## src/rtl/sbfd_pkg.sv

```systemverilog
// Shared constants and types for the SBUS frame decoder.
`default_nettype none

package sbfd_pkg;

  localparam int NUM_CHANNELS = 16;
  localparam int CH_IDX_W     = $clog2(NUM_CHANNELS);
  localparam int CH_W         = 11;
  localparam int CNT_W        = 32;
  localparam int ACC_W        = 19;
  localparam int PEND_W       = 5;
  localparam int BCNT_W       = 5;

  localparam logic [BCNT_W-1:0] FRAME_BYTES    = BCNT_W'(25);
  localparam logic [BCNT_W-1:0] LAST_BYTE      = BCNT_W'(24);
  localparam logic [BCNT_W-1:0] COUNT_MAX      = BCNT_W'(26);
  localparam logic [BCNT_W-1:0] DATA_LAST_BYTE = BCNT_W'(22);
  localparam logic [BCNT_W-1:0] FLAG_BYTE      = BCNT_W'(23);

  localparam logic [7:0] HEADER_BYTE = 8'h0F;
  localparam logic [7:0] FOOTER_BYTE = 8'h00;
  localparam int         FAILSAFE_POS = 3;
  localparam int         LOST_POS     = 2;

  localparam logic [PEND_W-1:0] BYTE_BITS = PEND_W'(8);
  localparam logic [PEND_W-1:0] CH_BITS   = PEND_W'(CH_W);
  localparam logic [CH_IDX_W-1:0] LAST_CH = CH_IDX_W'(NUM_CHANNELS - 1);

  typedef enum logic [1:0] {
    STATUS_OK           = 2'd0,
    STATUS_WRONG_LENGTH = 2'd1,
    STATUS_BAD_FRAME    = 2'd2
  } status_t;

endpackage

`default_nettype wire

```

## src/rtl/sbfd_byte_if.sv

```systemverilog
// Byte channel into the decoder: valid/ready plus one received byte.
`default_nettype none

interface sbfd_byte_if;
  logic       valid;
  logic       ready;
  logic [7:0] byte_value;
  logic       frame_end;

  modport source (output valid, output byte_value, output frame_end, input ready);
  modport sink   (input valid, input byte_value, input frame_end, output ready);
endinterface

`default_nettype wire

```

## src/rtl/sbfd_result_if.sv

```systemverilog
// Result channel out of the decoder: valid/ready plus one decoded result.
`default_nettype none

interface sbfd_result_if;
  logic                        valid;
  logic                        ready;
  logic [1:0]                  status;
  logic [sbfd_pkg::CH_IDX_W-1:0] channel_index;
  logic [sbfd_pkg::CH_W-1:0]   channel_value;
  logic                        failsafe_flag;
  logic                        lost_frame_flag;
  logic                        frame_fresh;
  logic [sbfd_pkg::CNT_W-1:0]  success_count;
  logic [sbfd_pkg::CNT_W-1:0]  fail_count;
  logic                        last_of_frame;

  modport source (
    output valid, output status, output channel_index, output channel_value,
    output failsafe_flag, output lost_frame_flag, output frame_fresh,
    output success_count, output fail_count, output last_of_frame,
    input ready
  );
  modport sink (
    input valid, input status, input channel_index, input channel_value,
    input failsafe_flag, input lost_frame_flag, input frame_fresh,
    input success_count, input fail_count, input last_of_frame,
    output ready
  );
endinterface

`default_nettype wire

```

## src/rtl/sbus_frame_decoder_unit.sv

```systemverilog
// Top level of the SBUS frame decoder: unpacking, frame checks and result burst.
`default_nettype none

// Usage:
//   rx_byte carries one received byte per transaction, with frame_end set on
//   the last byte before line idle. result carries decoded results.
//   Bytes 1..22 are unpacked as they arrive; each completed 11-bit channel is
//   written into a 16-entry staging memory (one write per byte at most).
//   A byte without frame_end gives no result.
//   At frame end the block gives one status transaction (wrong length, or bad
//   header/footer), registered in the cycle after the byte is accepted, or a
//   burst of sixteen channel transactions read back from the staging memory.
//   In the burst each channel is read from the staging memory, whose read
//   data is registered, then loaded into the output register; the next read
//   waits for that load, and no byte is taken until the burst ends.
//   rx_byte.ready is high outside the burst while the output register is free
//   or being taken in the same cycle.
//   When the receiver stalls, the output register holds its result and no new
//   memory read is issued until it drains.
//   Reset (rst, synchronous) clears byte count, accumulator, flags, counters
//   and the output valid; the staging memory is not cleared, since a good
//   frame writes every entry before it is read.

module sbus_frame_decoder_unit (
  input wire logic      clk,
  input wire logic      rst,
  sbfd_byte_if.sink     rx_byte,
  sbfd_result_if.source result
);

  typedef enum logic {
    ST_RUN,
    ST_BURST
  } state_t;

  state_t state;

  // Frame assembly state.
  logic [sbfd_pkg::BCNT_W-1:0]   byte_count;
  logic [sbfd_pkg::ACC_W-1:0]    bit_acc;
  logic [sbfd_pkg::PEND_W-1:0]   pending_bits;
  logic [sbfd_pkg::CH_IDX_W-1:0] wr_ch;
  logic                          header_good;
  logic                          failsafe;
  logic                          lost_frame;
  logic [sbfd_pkg::CNT_W-1:0]    good_frames;
  logic [sbfd_pkg::CNT_W-1:0]    bad_frames;

  // Burst readout state.
  logic [sbfd_pkg::CH_IDX_W-1:0] rd_idx;
  logic [sbfd_pkg::CH_IDX_W-1:0] rd_ch;
  logic                          rd_pending;
  logic [sbfd_pkg::CH_W-1:0]     rd_data;

  // Output register.
  logic                          out_valid;
  sbfd_pkg::status_t             out_status;
  logic [sbfd_pkg::CH_IDX_W-1:0] out_index;
  logic [sbfd_pkg::CH_W-1:0]     out_value;
  logic                          out_fs;
  logic                          out_lost;
  logic                          out_fresh;
  logic [sbfd_pkg::CNT_W-1:0]    out_success;
  logic [sbfd_pkg::CNT_W-1:0]    out_fail;
  logic                          out_last;

  logic                          out_free;
  logic                          in_ready;
  logic                          in_accept;
  logic                          rd_issue;

  logic                          data_byte;
  logic [sbfd_pkg::ACC_W-1:0]    acc_sum;
  logic [sbfd_pkg::PEND_W-1:0]   pend_sum;
  logic                          ch_done;
  logic                          mem_we;

  assign out_free  = !out_valid || result.ready;
  assign in_ready  = (state == ST_RUN) && out_free;
  assign in_accept = rx_byte.valid && in_ready;
  assign rd_issue  = (state == ST_BURST) && !rd_pending && out_free;

  // Merge the byte above the bits already pending, LSB first.
  always_comb begin
    data_byte = (byte_count != '0) && (byte_count <= sbfd_pkg::DATA_LAST_BYTE);
    acc_sum   = bit_acc | (sbfd_pkg::ACC_W'(rx_byte.byte_value) << pending_bits);
    pend_sum  = pending_bits + sbfd_pkg::BYTE_BITS;
    ch_done   = pend_sum >= sbfd_pkg::CH_BITS;
    mem_we    = in_accept && data_byte && ch_done;
  end

  sbfd_chan_store u_store (
    .clk   (clk),
    .we    (mem_we),
    .waddr (wr_ch),
    .wdata (acc_sum[sbfd_pkg::CH_W-1:0]),
    .raddr (rd_idx),
    .rdata (rd_data)
  );

  always_ff @(posedge clk) begin
    if (rst) begin
      state        <= ST_RUN;
      byte_count   <= '0;
      bit_acc      <= '0;
      pending_bits <= '0;
      wr_ch        <= '0;
      header_good  <= 1'b0;
      failsafe     <= 1'b0;
      lost_frame   <= 1'b0;
      good_frames  <= '0;
      bad_frames   <= '0;
      rd_idx       <= '0;
      rd_ch        <= '0;
      rd_pending   <= 1'b0;
      out_valid    <= 1'b0;
    end else begin
      if (out_valid && result.ready) begin
        out_valid <= 1'b0;
      end

      case (state)
        ST_RUN: begin
          if (in_accept) begin
            if (byte_count < sbfd_pkg::COUNT_MAX) begin
              byte_count <= byte_count + 1'b1;
            end

            if (byte_count == '0) begin
              header_good <= (rx_byte.byte_value == sbfd_pkg::HEADER_BYTE);
            end else if (data_byte) begin
              if (ch_done) begin
                // Drop the channel just written and advance the write slot.
                bit_acc      <= acc_sum >> sbfd_pkg::CH_W;
                pending_bits <= pend_sum - sbfd_pkg::CH_BITS;
                wr_ch        <= wr_ch + 1'b1;
              end else begin
                bit_acc      <= acc_sum;
                pending_bits <= pend_sum;
              end
            end else if (byte_count == sbfd_pkg::FLAG_BYTE) begin
              failsafe   <= rx_byte.byte_value[sbfd_pkg::FAILSAFE_POS];
              lost_frame <= rx_byte.byte_value[sbfd_pkg::LOST_POS];
            end

            if (rx_byte.frame_end) begin
              byte_count   <= '0;
              bit_acc      <= '0;
              pending_bits <= '0;
              wr_ch        <= '0;
              out_index    <= '0;
              out_value    <= '0;
              out_fs       <= 1'b0;
              out_lost     <= 1'b0;
              out_fresh    <= 1'b0;
              out_last     <= 1'b1;
              if (byte_count != sbfd_pkg::LAST_BYTE) begin
                out_valid   <= 1'b1;
                out_status  <= sbfd_pkg::STATUS_WRONG_LENGTH;
                out_success <= good_frames;
                out_fail    <= bad_frames;
              end else if (!header_good ||
                           rx_byte.byte_value != sbfd_pkg::FOOTER_BYTE) begin
                bad_frames  <= bad_frames + 1'b1;
                out_valid   <= 1'b1;
                out_status  <= sbfd_pkg::STATUS_BAD_FRAME;
                out_success <= good_frames;
                out_fail    <= bad_frames + 1'b1;
              end else begin
                good_frames <= good_frames + 1'b1;
                rd_idx      <= '0;
                state       <= ST_BURST;
              end
            end
          end
        end

        ST_BURST: begin
          if (rd_issue) begin
            rd_ch      <= rd_idx;
            rd_idx     <= rd_idx + 1'b1;
            rd_pending <= 1'b1;
          end
          if (rd_pending) begin
            // Read data is valid now; the output was freed when it was issued.
            rd_pending  <= 1'b0;
            out_valid   <= 1'b1;
            out_status  <= sbfd_pkg::STATUS_OK;
            out_index   <= rd_ch;
            out_value   <= rd_data;
            out_fs      <= failsafe;
            out_lost    <= lost_frame;
            out_fresh   <= !failsafe && !lost_frame;
            out_success <= good_frames;
            out_fail    <= bad_frames;
            out_last    <= (rd_ch == sbfd_pkg::LAST_CH);
            if (rd_ch == sbfd_pkg::LAST_CH) begin
              state <= ST_RUN;
            end
          end
        end

        default: begin
          state <= ST_RUN;
        end
      endcase
    end
  end

  assign rx_byte.ready          = in_ready;
  assign result.valid           = out_valid;
  assign result.status          = out_status;
  assign result.channel_index   = out_index;
  assign result.channel_value   = out_value;
  assign result.failsafe_flag   = out_fs;
  assign result.lost_frame_flag = out_lost;
  assign result.frame_fresh     = out_fresh;
  assign result.success_count   = out_success;
  assign result.fail_count      = out_fail;
  assign result.last_of_frame   = out_last;

endmodule

`default_nettype wire

```

## src/rtl/sbfd_chan_store.sv

```systemverilog
// Channel staging memory: one write port, one read port, registered read data.
`default_nettype none

module sbfd_chan_store (
  input  wire logic                          clk,
  input  wire logic                          we,
  input  wire logic [sbfd_pkg::CH_IDX_W-1:0] waddr,
  input  wire logic [sbfd_pkg::CH_W-1:0]     wdata,
  input  wire logic [sbfd_pkg::CH_IDX_W-1:0] raddr,
  output      logic [sbfd_pkg::CH_W-1:0]     rdata
);

  logic [sbfd_pkg::CH_W-1:0] mem [sbfd_pkg::NUM_CHANNELS];

  always_ff @(posedge clk) begin
    if (we) begin
      mem[waddr] <= wdata;
    end
  end

  always_ff @(posedge clk) begin
    rdata <= mem[raddr];
  end

endmodule

`default_nettype wire
```

## src/flat_wrapper.sv

```systemverilog
// flat-port wrapper written by rule: the top's interface ports become plain ports
module sbus_frame_decoder_unit_flat 
  (clk, rst, rx_byte_valid, rx_byte_byte_value, rx_byte_frame_end, rx_byte_ready, result_valid, result_status, result_channel_index, result_channel_value, result_failsafe_flag, result_lost_frame_flag, result_frame_fresh, result_success_count, result_fail_count, result_last_of_frame, result_ready);
  sbfd_byte_if rx_byte_i ();
  sbfd_result_if result_i ();
  input wire logic clk;
  input wire logic rst;
  input wire logic [$bits(rx_byte_i.valid)-1:0] rx_byte_valid;
  input wire logic [$bits(rx_byte_i.byte_value)-1:0] rx_byte_byte_value;
  input wire logic [$bits(rx_byte_i.frame_end)-1:0] rx_byte_frame_end;
  output wire logic [$bits(rx_byte_i.ready)-1:0] rx_byte_ready;
  output wire logic [$bits(result_i.valid)-1:0] result_valid;
  output wire logic [$bits(result_i.status)-1:0] result_status;
  output wire logic [$bits(result_i.channel_index)-1:0] result_channel_index;
  output wire logic [$bits(result_i.channel_value)-1:0] result_channel_value;
  output wire logic [$bits(result_i.failsafe_flag)-1:0] result_failsafe_flag;
  output wire logic [$bits(result_i.lost_frame_flag)-1:0] result_lost_frame_flag;
  output wire logic [$bits(result_i.frame_fresh)-1:0] result_frame_fresh;
  output wire logic [$bits(result_i.success_count)-1:0] result_success_count;
  output wire logic [$bits(result_i.fail_count)-1:0] result_fail_count;
  output wire logic [$bits(result_i.last_of_frame)-1:0] result_last_of_frame;
  input wire logic [$bits(result_i.ready)-1:0] result_ready;
  assign rx_byte_i.valid = rx_byte_valid;
  assign rx_byte_i.byte_value = rx_byte_byte_value;
  assign rx_byte_i.frame_end = rx_byte_frame_end;
  assign rx_byte_ready = rx_byte_i.ready;
  assign result_valid = result_i.valid;
  assign result_status = result_i.status;
  assign result_channel_index = result_i.channel_index;
  assign result_channel_value = result_i.channel_value;
  assign result_failsafe_flag = result_i.failsafe_flag;
  assign result_lost_frame_flag = result_i.lost_frame_flag;
  assign result_frame_fresh = result_i.frame_fresh;
  assign result_success_count = result_i.success_count;
  assign result_fail_count = result_i.fail_count;
  assign result_last_of_frame = result_i.last_of_frame;
  assign result_i.ready = result_ready;
  sbus_frame_decoder_unit u_core (.clk(clk), .rst(rst), .rx_byte(rx_byte_i), .result(result_i));
endmodule
```

## config.mk

```make
export PLATFORM = sky130hd
export DESIGN_NAME = sbus_frame_decoder_unit_flat
export DESIGN_NICKNAME = d
export VERILOG_FILES = /design/src/rtl/sbfd_pkg.sv /design/src/rtl/sbfd_byte_if.sv /design/src/rtl/sbfd_result_if.sv /design/src/rtl/sbus_frame_decoder_unit.sv /design/src/rtl/sbfd_chan_store.sv /design/src/flat_wrapper.sv
export SDC_FILE = /design/constraint.sdc
export NUM_CORES = 1
export LEC_CHECK = 0
export BUFFER_PORTS_ARGS = -buffer_cell sky130_fd_sc_hd__buf_2
export CAP_MARGIN = 10
export CORE_ASPECT_RATIO = 0.5
export CORE_MARGIN = 2
export CORE_UTILIZATION = 50
export DETAILED_ROUTE_END_ITERATION = 16
export GPL_TIMING_DRIVEN = 0
export PLACE_DENSITY = 0.68
export SYNTH_ARGS = -nofsm -noshare
export SYNTH_HDL_FRONTEND = slang
export SYNTH_SLANG_ARGS = --single-unit
```

## constraint.sdc

```tcl
create_clock -name clk -period 10.8 [get_ports clk]
set_input_delay 3.24 -clock clk [delete_from_list [all_inputs] [get_ports clk]]
set_output_delay 3.24 -clock clk [all_outputs]
set_load 0.02 [all_outputs]
```

Word level (Yosys, flattened, before mapping)
Memories as Yosys holds them, arrays and structs flattened. A register that Yosys moved wholly into a read port is not among the register bits.
Index checks and enable logic that the tools add are counted.
Storage, ports and cells
  bits in registers: 196
  memory bits (writable): 176
  bits of input ports: 13
  logic and storage cells: 163
  output and inout port bits: 87
  memories kept: 1
Cells by class
  mux-type cells: 76
  magnitude comparators: 3
  $add $sub $neg: 7
  bitwise logic cells: 7
  reductions and logical operators: 33
  eq/ne operators: 12
  shifts and indexed selects: 1
Memory list
  u_core.u_store.mem: words 16, bits a word 11, read ports 1, clocked after memory_dff 1, write ports 1, line sbfd_chan_store.sv:13  | logic [sbfd_pkg::CH_W-1:0] mem [sbfd_pkg::NUM_CHANNELS];
Operators by type and width (number)
  32-bit 2-to-1 mux: 10
  32-bit one-hot mux with 2 select lines: 2
  19-bit 2-to-1 mux: 4
  32-bit by 1-bit adder with 32-bit output, second input constant: 2
  4-bit 2-to-1 mux: 12
  11-bit 2-to-1 mux: 3
  5-bit 2-to-1 mux: 6
  5-bit AND reduction: 6
  1-bit 2-to-1 mux: 24
  11-bit one-hot mux with 2 select lines: 1
  19-bit OR: 1
  8-bit by 5-bit << shifter with 19-bit output: 1
  4-bit one-hot mux with 2 select lines: 2
  2-bit inequality test, second input constant: 6
  1-bit one-hot mux with 2 select lines: 6
  2-bit 2-to-1 mux: 5
  1-bit logical AND: 9
  4-bit by 1-bit adder with 4-bit output, second input constant: 2
  8-bit by 4-bit == test with 1-bit output, second input constant: 1
  4-bit AND reduction: 2
  8-bit nonzero test: 1
  1-bit inverter: 6
  3-bit AND reduction: 2
  2-bit nonzero test: 3
  other kinds (17): 22

Logic depth before layout (Yosys ltp)
  depth in word-level cells: 8
  mapped depth: 8
  mapped depth without buffers: 7

Hierarchy
A second synthesis with hierarchy kept.
Second synthesis, totals
  cell total of the unflattened synthesis: 1175
  area total of the unflattened synthesis: 15793.9 um^2
By module, submodules not included
  sbus_frame_decoder_unit: area an instance 8795.9 um^2, cells an instance 870, instances 1
  sbfd_chan_store: area an instance 6998.0 um^2, cells an instance 305, instances 1

Worst setup path before layout
Ideal clock, no wire load.
  path type: input-to-reg
  from: input port rx_byte_frame_end
  to: register u_core.out_fail (netlist bit u_core.result.fail_count[0]), enable pin
  stages: 6
  data arrival time: 9.352 ns
  setup slack: 0.859 ns
  library setup time: 0.588 ns
  cell sequence: clkbuf_1 -> inv_2 -> nor3_1 -> clkbuf_1 -> a21oi_1 -> a211oi_1
On the way
  word-level cells in the longest chain between the ends: 2
RTL lines
  from (decl): line flat_wrapper.sv:10  | input wire logic [$bits(rx_byte_i.frame_end)-1:0] rx_byte_frame_end;
  2-bit inequality test (no source line)
  5-bit AND reduction (no source line)
  to (signal assigned): line sbus_frame_decoder_unit.sv:161  | out_fail <= bad_frames;
  to (signal assigned): line sbus_frame_decoder_unit.sv:168  | out_fail <= bad_frames + 1'b1;
  to (signal assigned): line sbus_frame_decoder_unit.sv:195  | out_fail <= bad_frames;
  to (decl): line sbus_frame_decoder_unit.sv:64  | logic [sbfd_pkg::CNT_W-1:0] out_fail;
No other way between the ends.
A chain may end at the register's enable or synchronous reset.

Worst setup path after layout
  from: input port result_ready
  to: output port rx_byte_ready
On the way
  word-level cells in the longest chain between the ends: 2
RTL lines
  from (decl): line flat_wrapper.sv:22  | input wire logic [$bits(result_i.ready)-1:0] result_ready;
  1-bit logical OR: line sbus_frame_decoder_unit.sv:78  | assign out_free = !out_valid || result.ready;
  1-bit logical AND: line sbus_frame_decoder_unit.sv:79  | assign in_ready = (state == ST_RUN) && out_free;
  to (decl): line flat_wrapper.sv:11  | output wire logic [$bits(rx_byte_i.ready)-1:0] rx_byte_ready;
No other way between the ends.

==> reports/results.txt <==
area grow syn2layout -> 14.36%
Starting Density -> 50.60%
crit path max fanout -> 6
final setup skew -> 23.49 ps
Final ANT Viol Nets -> 0
Rel. slew slack -> 21.82%
Pre-Repair DR Iteration Count -> 5
Iteration-0 DRC Markers -> 1,015
Port Buffers -> 97
Net Sw Power -> 0.0006649 W
synthesized area per cell -> 13.65 µm²
syn nets -> 1,194
vias in the first global route -> 9,974
die area -> 33,450 µm²
WP data required -> 7560 ps
layout cells sized above 1 -> 18.07%
Core ar. -> 31,540 µm²
Chip Height -> 130.3 µm
CTS tree -> yes
Tightest Pin Transition -> 1162 ps
Root Buffer -> clkbuf_16
Post-Syn Area -> 15,960 µm²
clock sinks -> 383
Post-CTS Hold Buffers -> 0
cell count after synthesis -> 1,169
Critical Path AT -> 4030 ps
synth warn -> 0
CP endpoint -> rx_byte_ready
area taken by multi-input logic gates -> 5391 µm²
Internal -> 0.002310 W
Reg clk slew, reported paths -> 70 ps
RSZ-0062 raised after global routing -> false
Clk pwr share -> 40.4%
final wirelength -> 37.55 mm
commonest non-fill, non-tap cell in the layout -> edfxtp_1
P_leak -> 5.988 nW
Worst VDD drop -> 0.00008186 V
WL per Instance -> 21.19 µm
max-slew violation count -> 0
Switching Fraction -> 22.35%
crit path capture type -> primary output
most frequent cells in the layout -> edfxtp_1 (261), dfxtp_1 (122), buf_2 (97), nor2_1 (91), clkbuf_1 (63)
r2r setup slk -> 6910 ps
FILL cells -> 2,528
Pwr per Cell Area -> 163.0 nW/µm²
Crit Path Class -> input pin to primary output
FF+latch area -> 10,280 µm²
HPWL Detailed -> 25.44 mm
final count of negative-setup-slack endpoints -> 0
number of vias per cell -> 5.920
Post-synth EDFFs -> 261
io pins -> 100
final worst-path cycle share -> 67.35%
Max Root-Sink Buffers -> 3
drt drc -> 0
status -> finished clean
Max Cap Viol -> 0
post-synthesis sequential area ratio -> 64.41%
Crit. Startpoint -> result_ready
Final min period -> 7274 ps
fmax -> 0.1375 GHz
# rows -> 46
Final Hold Viols -> 0
Die W -> 256.7 µm
Hold Crit Class -> flip-flop to flip-flop
Layout Nets -> 1,338
global-route wire length before repair -> 57.03 mm
initial antenna violation count -> 1
worst r2r src -> u_core.pending_bits[3]$_SDFFE_PP0P_
GRT Overall Usage -> 22.28%
Worst-Skew Late Latency -> 550 ps
Distinct cells, synth -> 65
TritonCTS Buffers -> 35
startpoint types -> input pin
vias -> 10,490
asr flop ratio synth -> 0%
reg2reg path depth -> 8
Comb power frac -> 5.7%
Top FF cell, synth -> edfxtp_1
gr ovfl total -> 0
pin count of the biggest net entering global routing -> 22
routability congestion estimate -> 0.8737
CTS H-tree depth -> 2
Sum Neg Setup Slack -> 0 ps
Post-CTS Setup Repair Bufs -> 0
#FFs+latches synth -> 383
Finished Cell Area -> 18,250 µm²
Reg-to-Reg End -> u_core.u_store.mem[7][9]$_DFFE_PP_
Placed Area -> 17,150 µm²
register share of total power -> 53.8%
cts repair resizes -> 0
[per-stage QoR]
stage	total power [W]	hold slack [ps]	instances	utilization [%]	worst slack, ps
floorplan	0.001737	423.1	1169	-	859.4
global placement	0.001795	438.9	1698	53.85	-1988
detailed placement	0.001802	451.8	1707	54.36	3532
CTS	0.002991	464.3	1770	57.83	3527
global route	0.003067	492.5	1772	57.87	3456
finish	0.002975	464.5	1772	57.87	3526
[synth_stat cells (all sizes together), types with 24 or more instances]
cell type	instances	area share, %
edfxtp	261	49
a21oi	59	1.9
nand2	48	1.1
clkbuf	56	1.3
and3	24	0.94
nand4	29	1.1
or3	29	1.1
nor3	25	0.82
mux4	60	8.5
xnor2	38	2.1
nand3	39	1.2
nor2	92	2.2
dfxtp	122	15
xor2	28	1.5
o21ai	39	1.2
[worst max-delay path, stage by stage]
cell and delay, ps:
buf_2 120, nor2b_1 100, clkbuf_1 280, nor2_1 100, buf_2 190
[routing by layer]
| metal | GRT usage [%] | vias to the layer above | wire length [µm] |
|---|---|---|---|
| met1 | 32.00 | 5324 | 16990 |
| met2 | 35.88 | 328 | 17630 |
| met5 | 0 | - | 0 |
| li1 | - | 4784 | - |
| met4 | 5.917 | 0 | 690 |
| met3 | 3.516 | 54 | 2229 |
[kinds of logic after synthesis]
group | synth area share, %
buf+inv | 1.976
fa+ha+maj | 0.9408
xor+xnor | 3.622
simple gates | 13.21
flops | 64.41
mux | 9.322
compound gates | 6.515
[layout make-up]
type | count | share of cell area, %
inverter | 23 | 0.4730
tap | 432 | 2.962
buffer | 61 | 1.255
sequential | 383 | 56.32
clock buffer | 48 | 5.395
clock inverter | 15 | 0.6033
antenna | 1 | 0.01371
timing repair buffer | 107 | 3.435
multi-input combinational | 702 | 29.54
[sequential cells by signal, summed over array words and instances (netlist names), 2 cells and up]
| signal | flops |
|---|---|
| u_core.bad_frames | 32 |
| u_core.bit_acc | 19 |
| u_core.byte_count | 5 |
| u_core.good_frames | 32 |
| u_core.pending_bits | 5 |
| u_core.rd_ch | 4 |
| u_core.rd_idx | 4 |
| u_core.result.channel_index | 4 |
| u_core.result.channel_value | 11 |
| u_core.result.fail_count | 32 |
| u_core.result.status | 2 |
| u_core.result.success_count | 32 |
| u_core.u_store.mem | 176 |
| u_core.u_store.rdata | 11 |
| u_core.wr_ch | 4 |
[power groups by stage]
| stage | Sequential, W | Clock (W) | Combinational (W) |
|---|---|---|---|
| final | 0.00160 | 0.00120 | 0.000170 |
| after global routing | 0.00160 | 0.00128 | 0.000183 |
| after CTS | 0.00160 | 0.00122 | 0.000169 |
| after detailed placement | 0.00163 | 0 | 0.000169 |
| after global placement | 0.00164 | 0 | 0.000158 |
| after floorplan | 0.00165 | 0 | 0.0000851 |
[worst min path at each step]
stage | start | end | slack [ps] | cells past startpoint
floorplan | u_core.good_frames[31]$_SDFFE_PP0P_ | u_core.result.success_count[31]$_DFFE_PP_ | 420 | 0
global placement | u_core.bit_acc[2]$_SDFFE_PP0P_ | u_core.bit_acc[2]$_SDFFE_PP0P_ | 440 | 2
detailed placement | u_core.bit_acc[2]$_SDFFE_PP0P_ | u_core.bit_acc[2]$_SDFFE_PP0P_ | 450 | 2
CTS | u_core.bit_acc[2]$_SDFFE_PP0P_ | u_core.bit_acc[2]$_SDFFE_PP0P_ | 460 | 2
global route | u_core.bit_acc[2]$_SDFFE_PP0P_ | u_core.bit_acc[2]$_SDFFE_PP0P_ | 490 | 2
finish | u_core.bit_acc[11]$_SDFFE_PP0P_ | u_core.bit_acc[11]$_SDFFE_PP0P_ | 460 | 1
(Power assumes the default switching activity.)
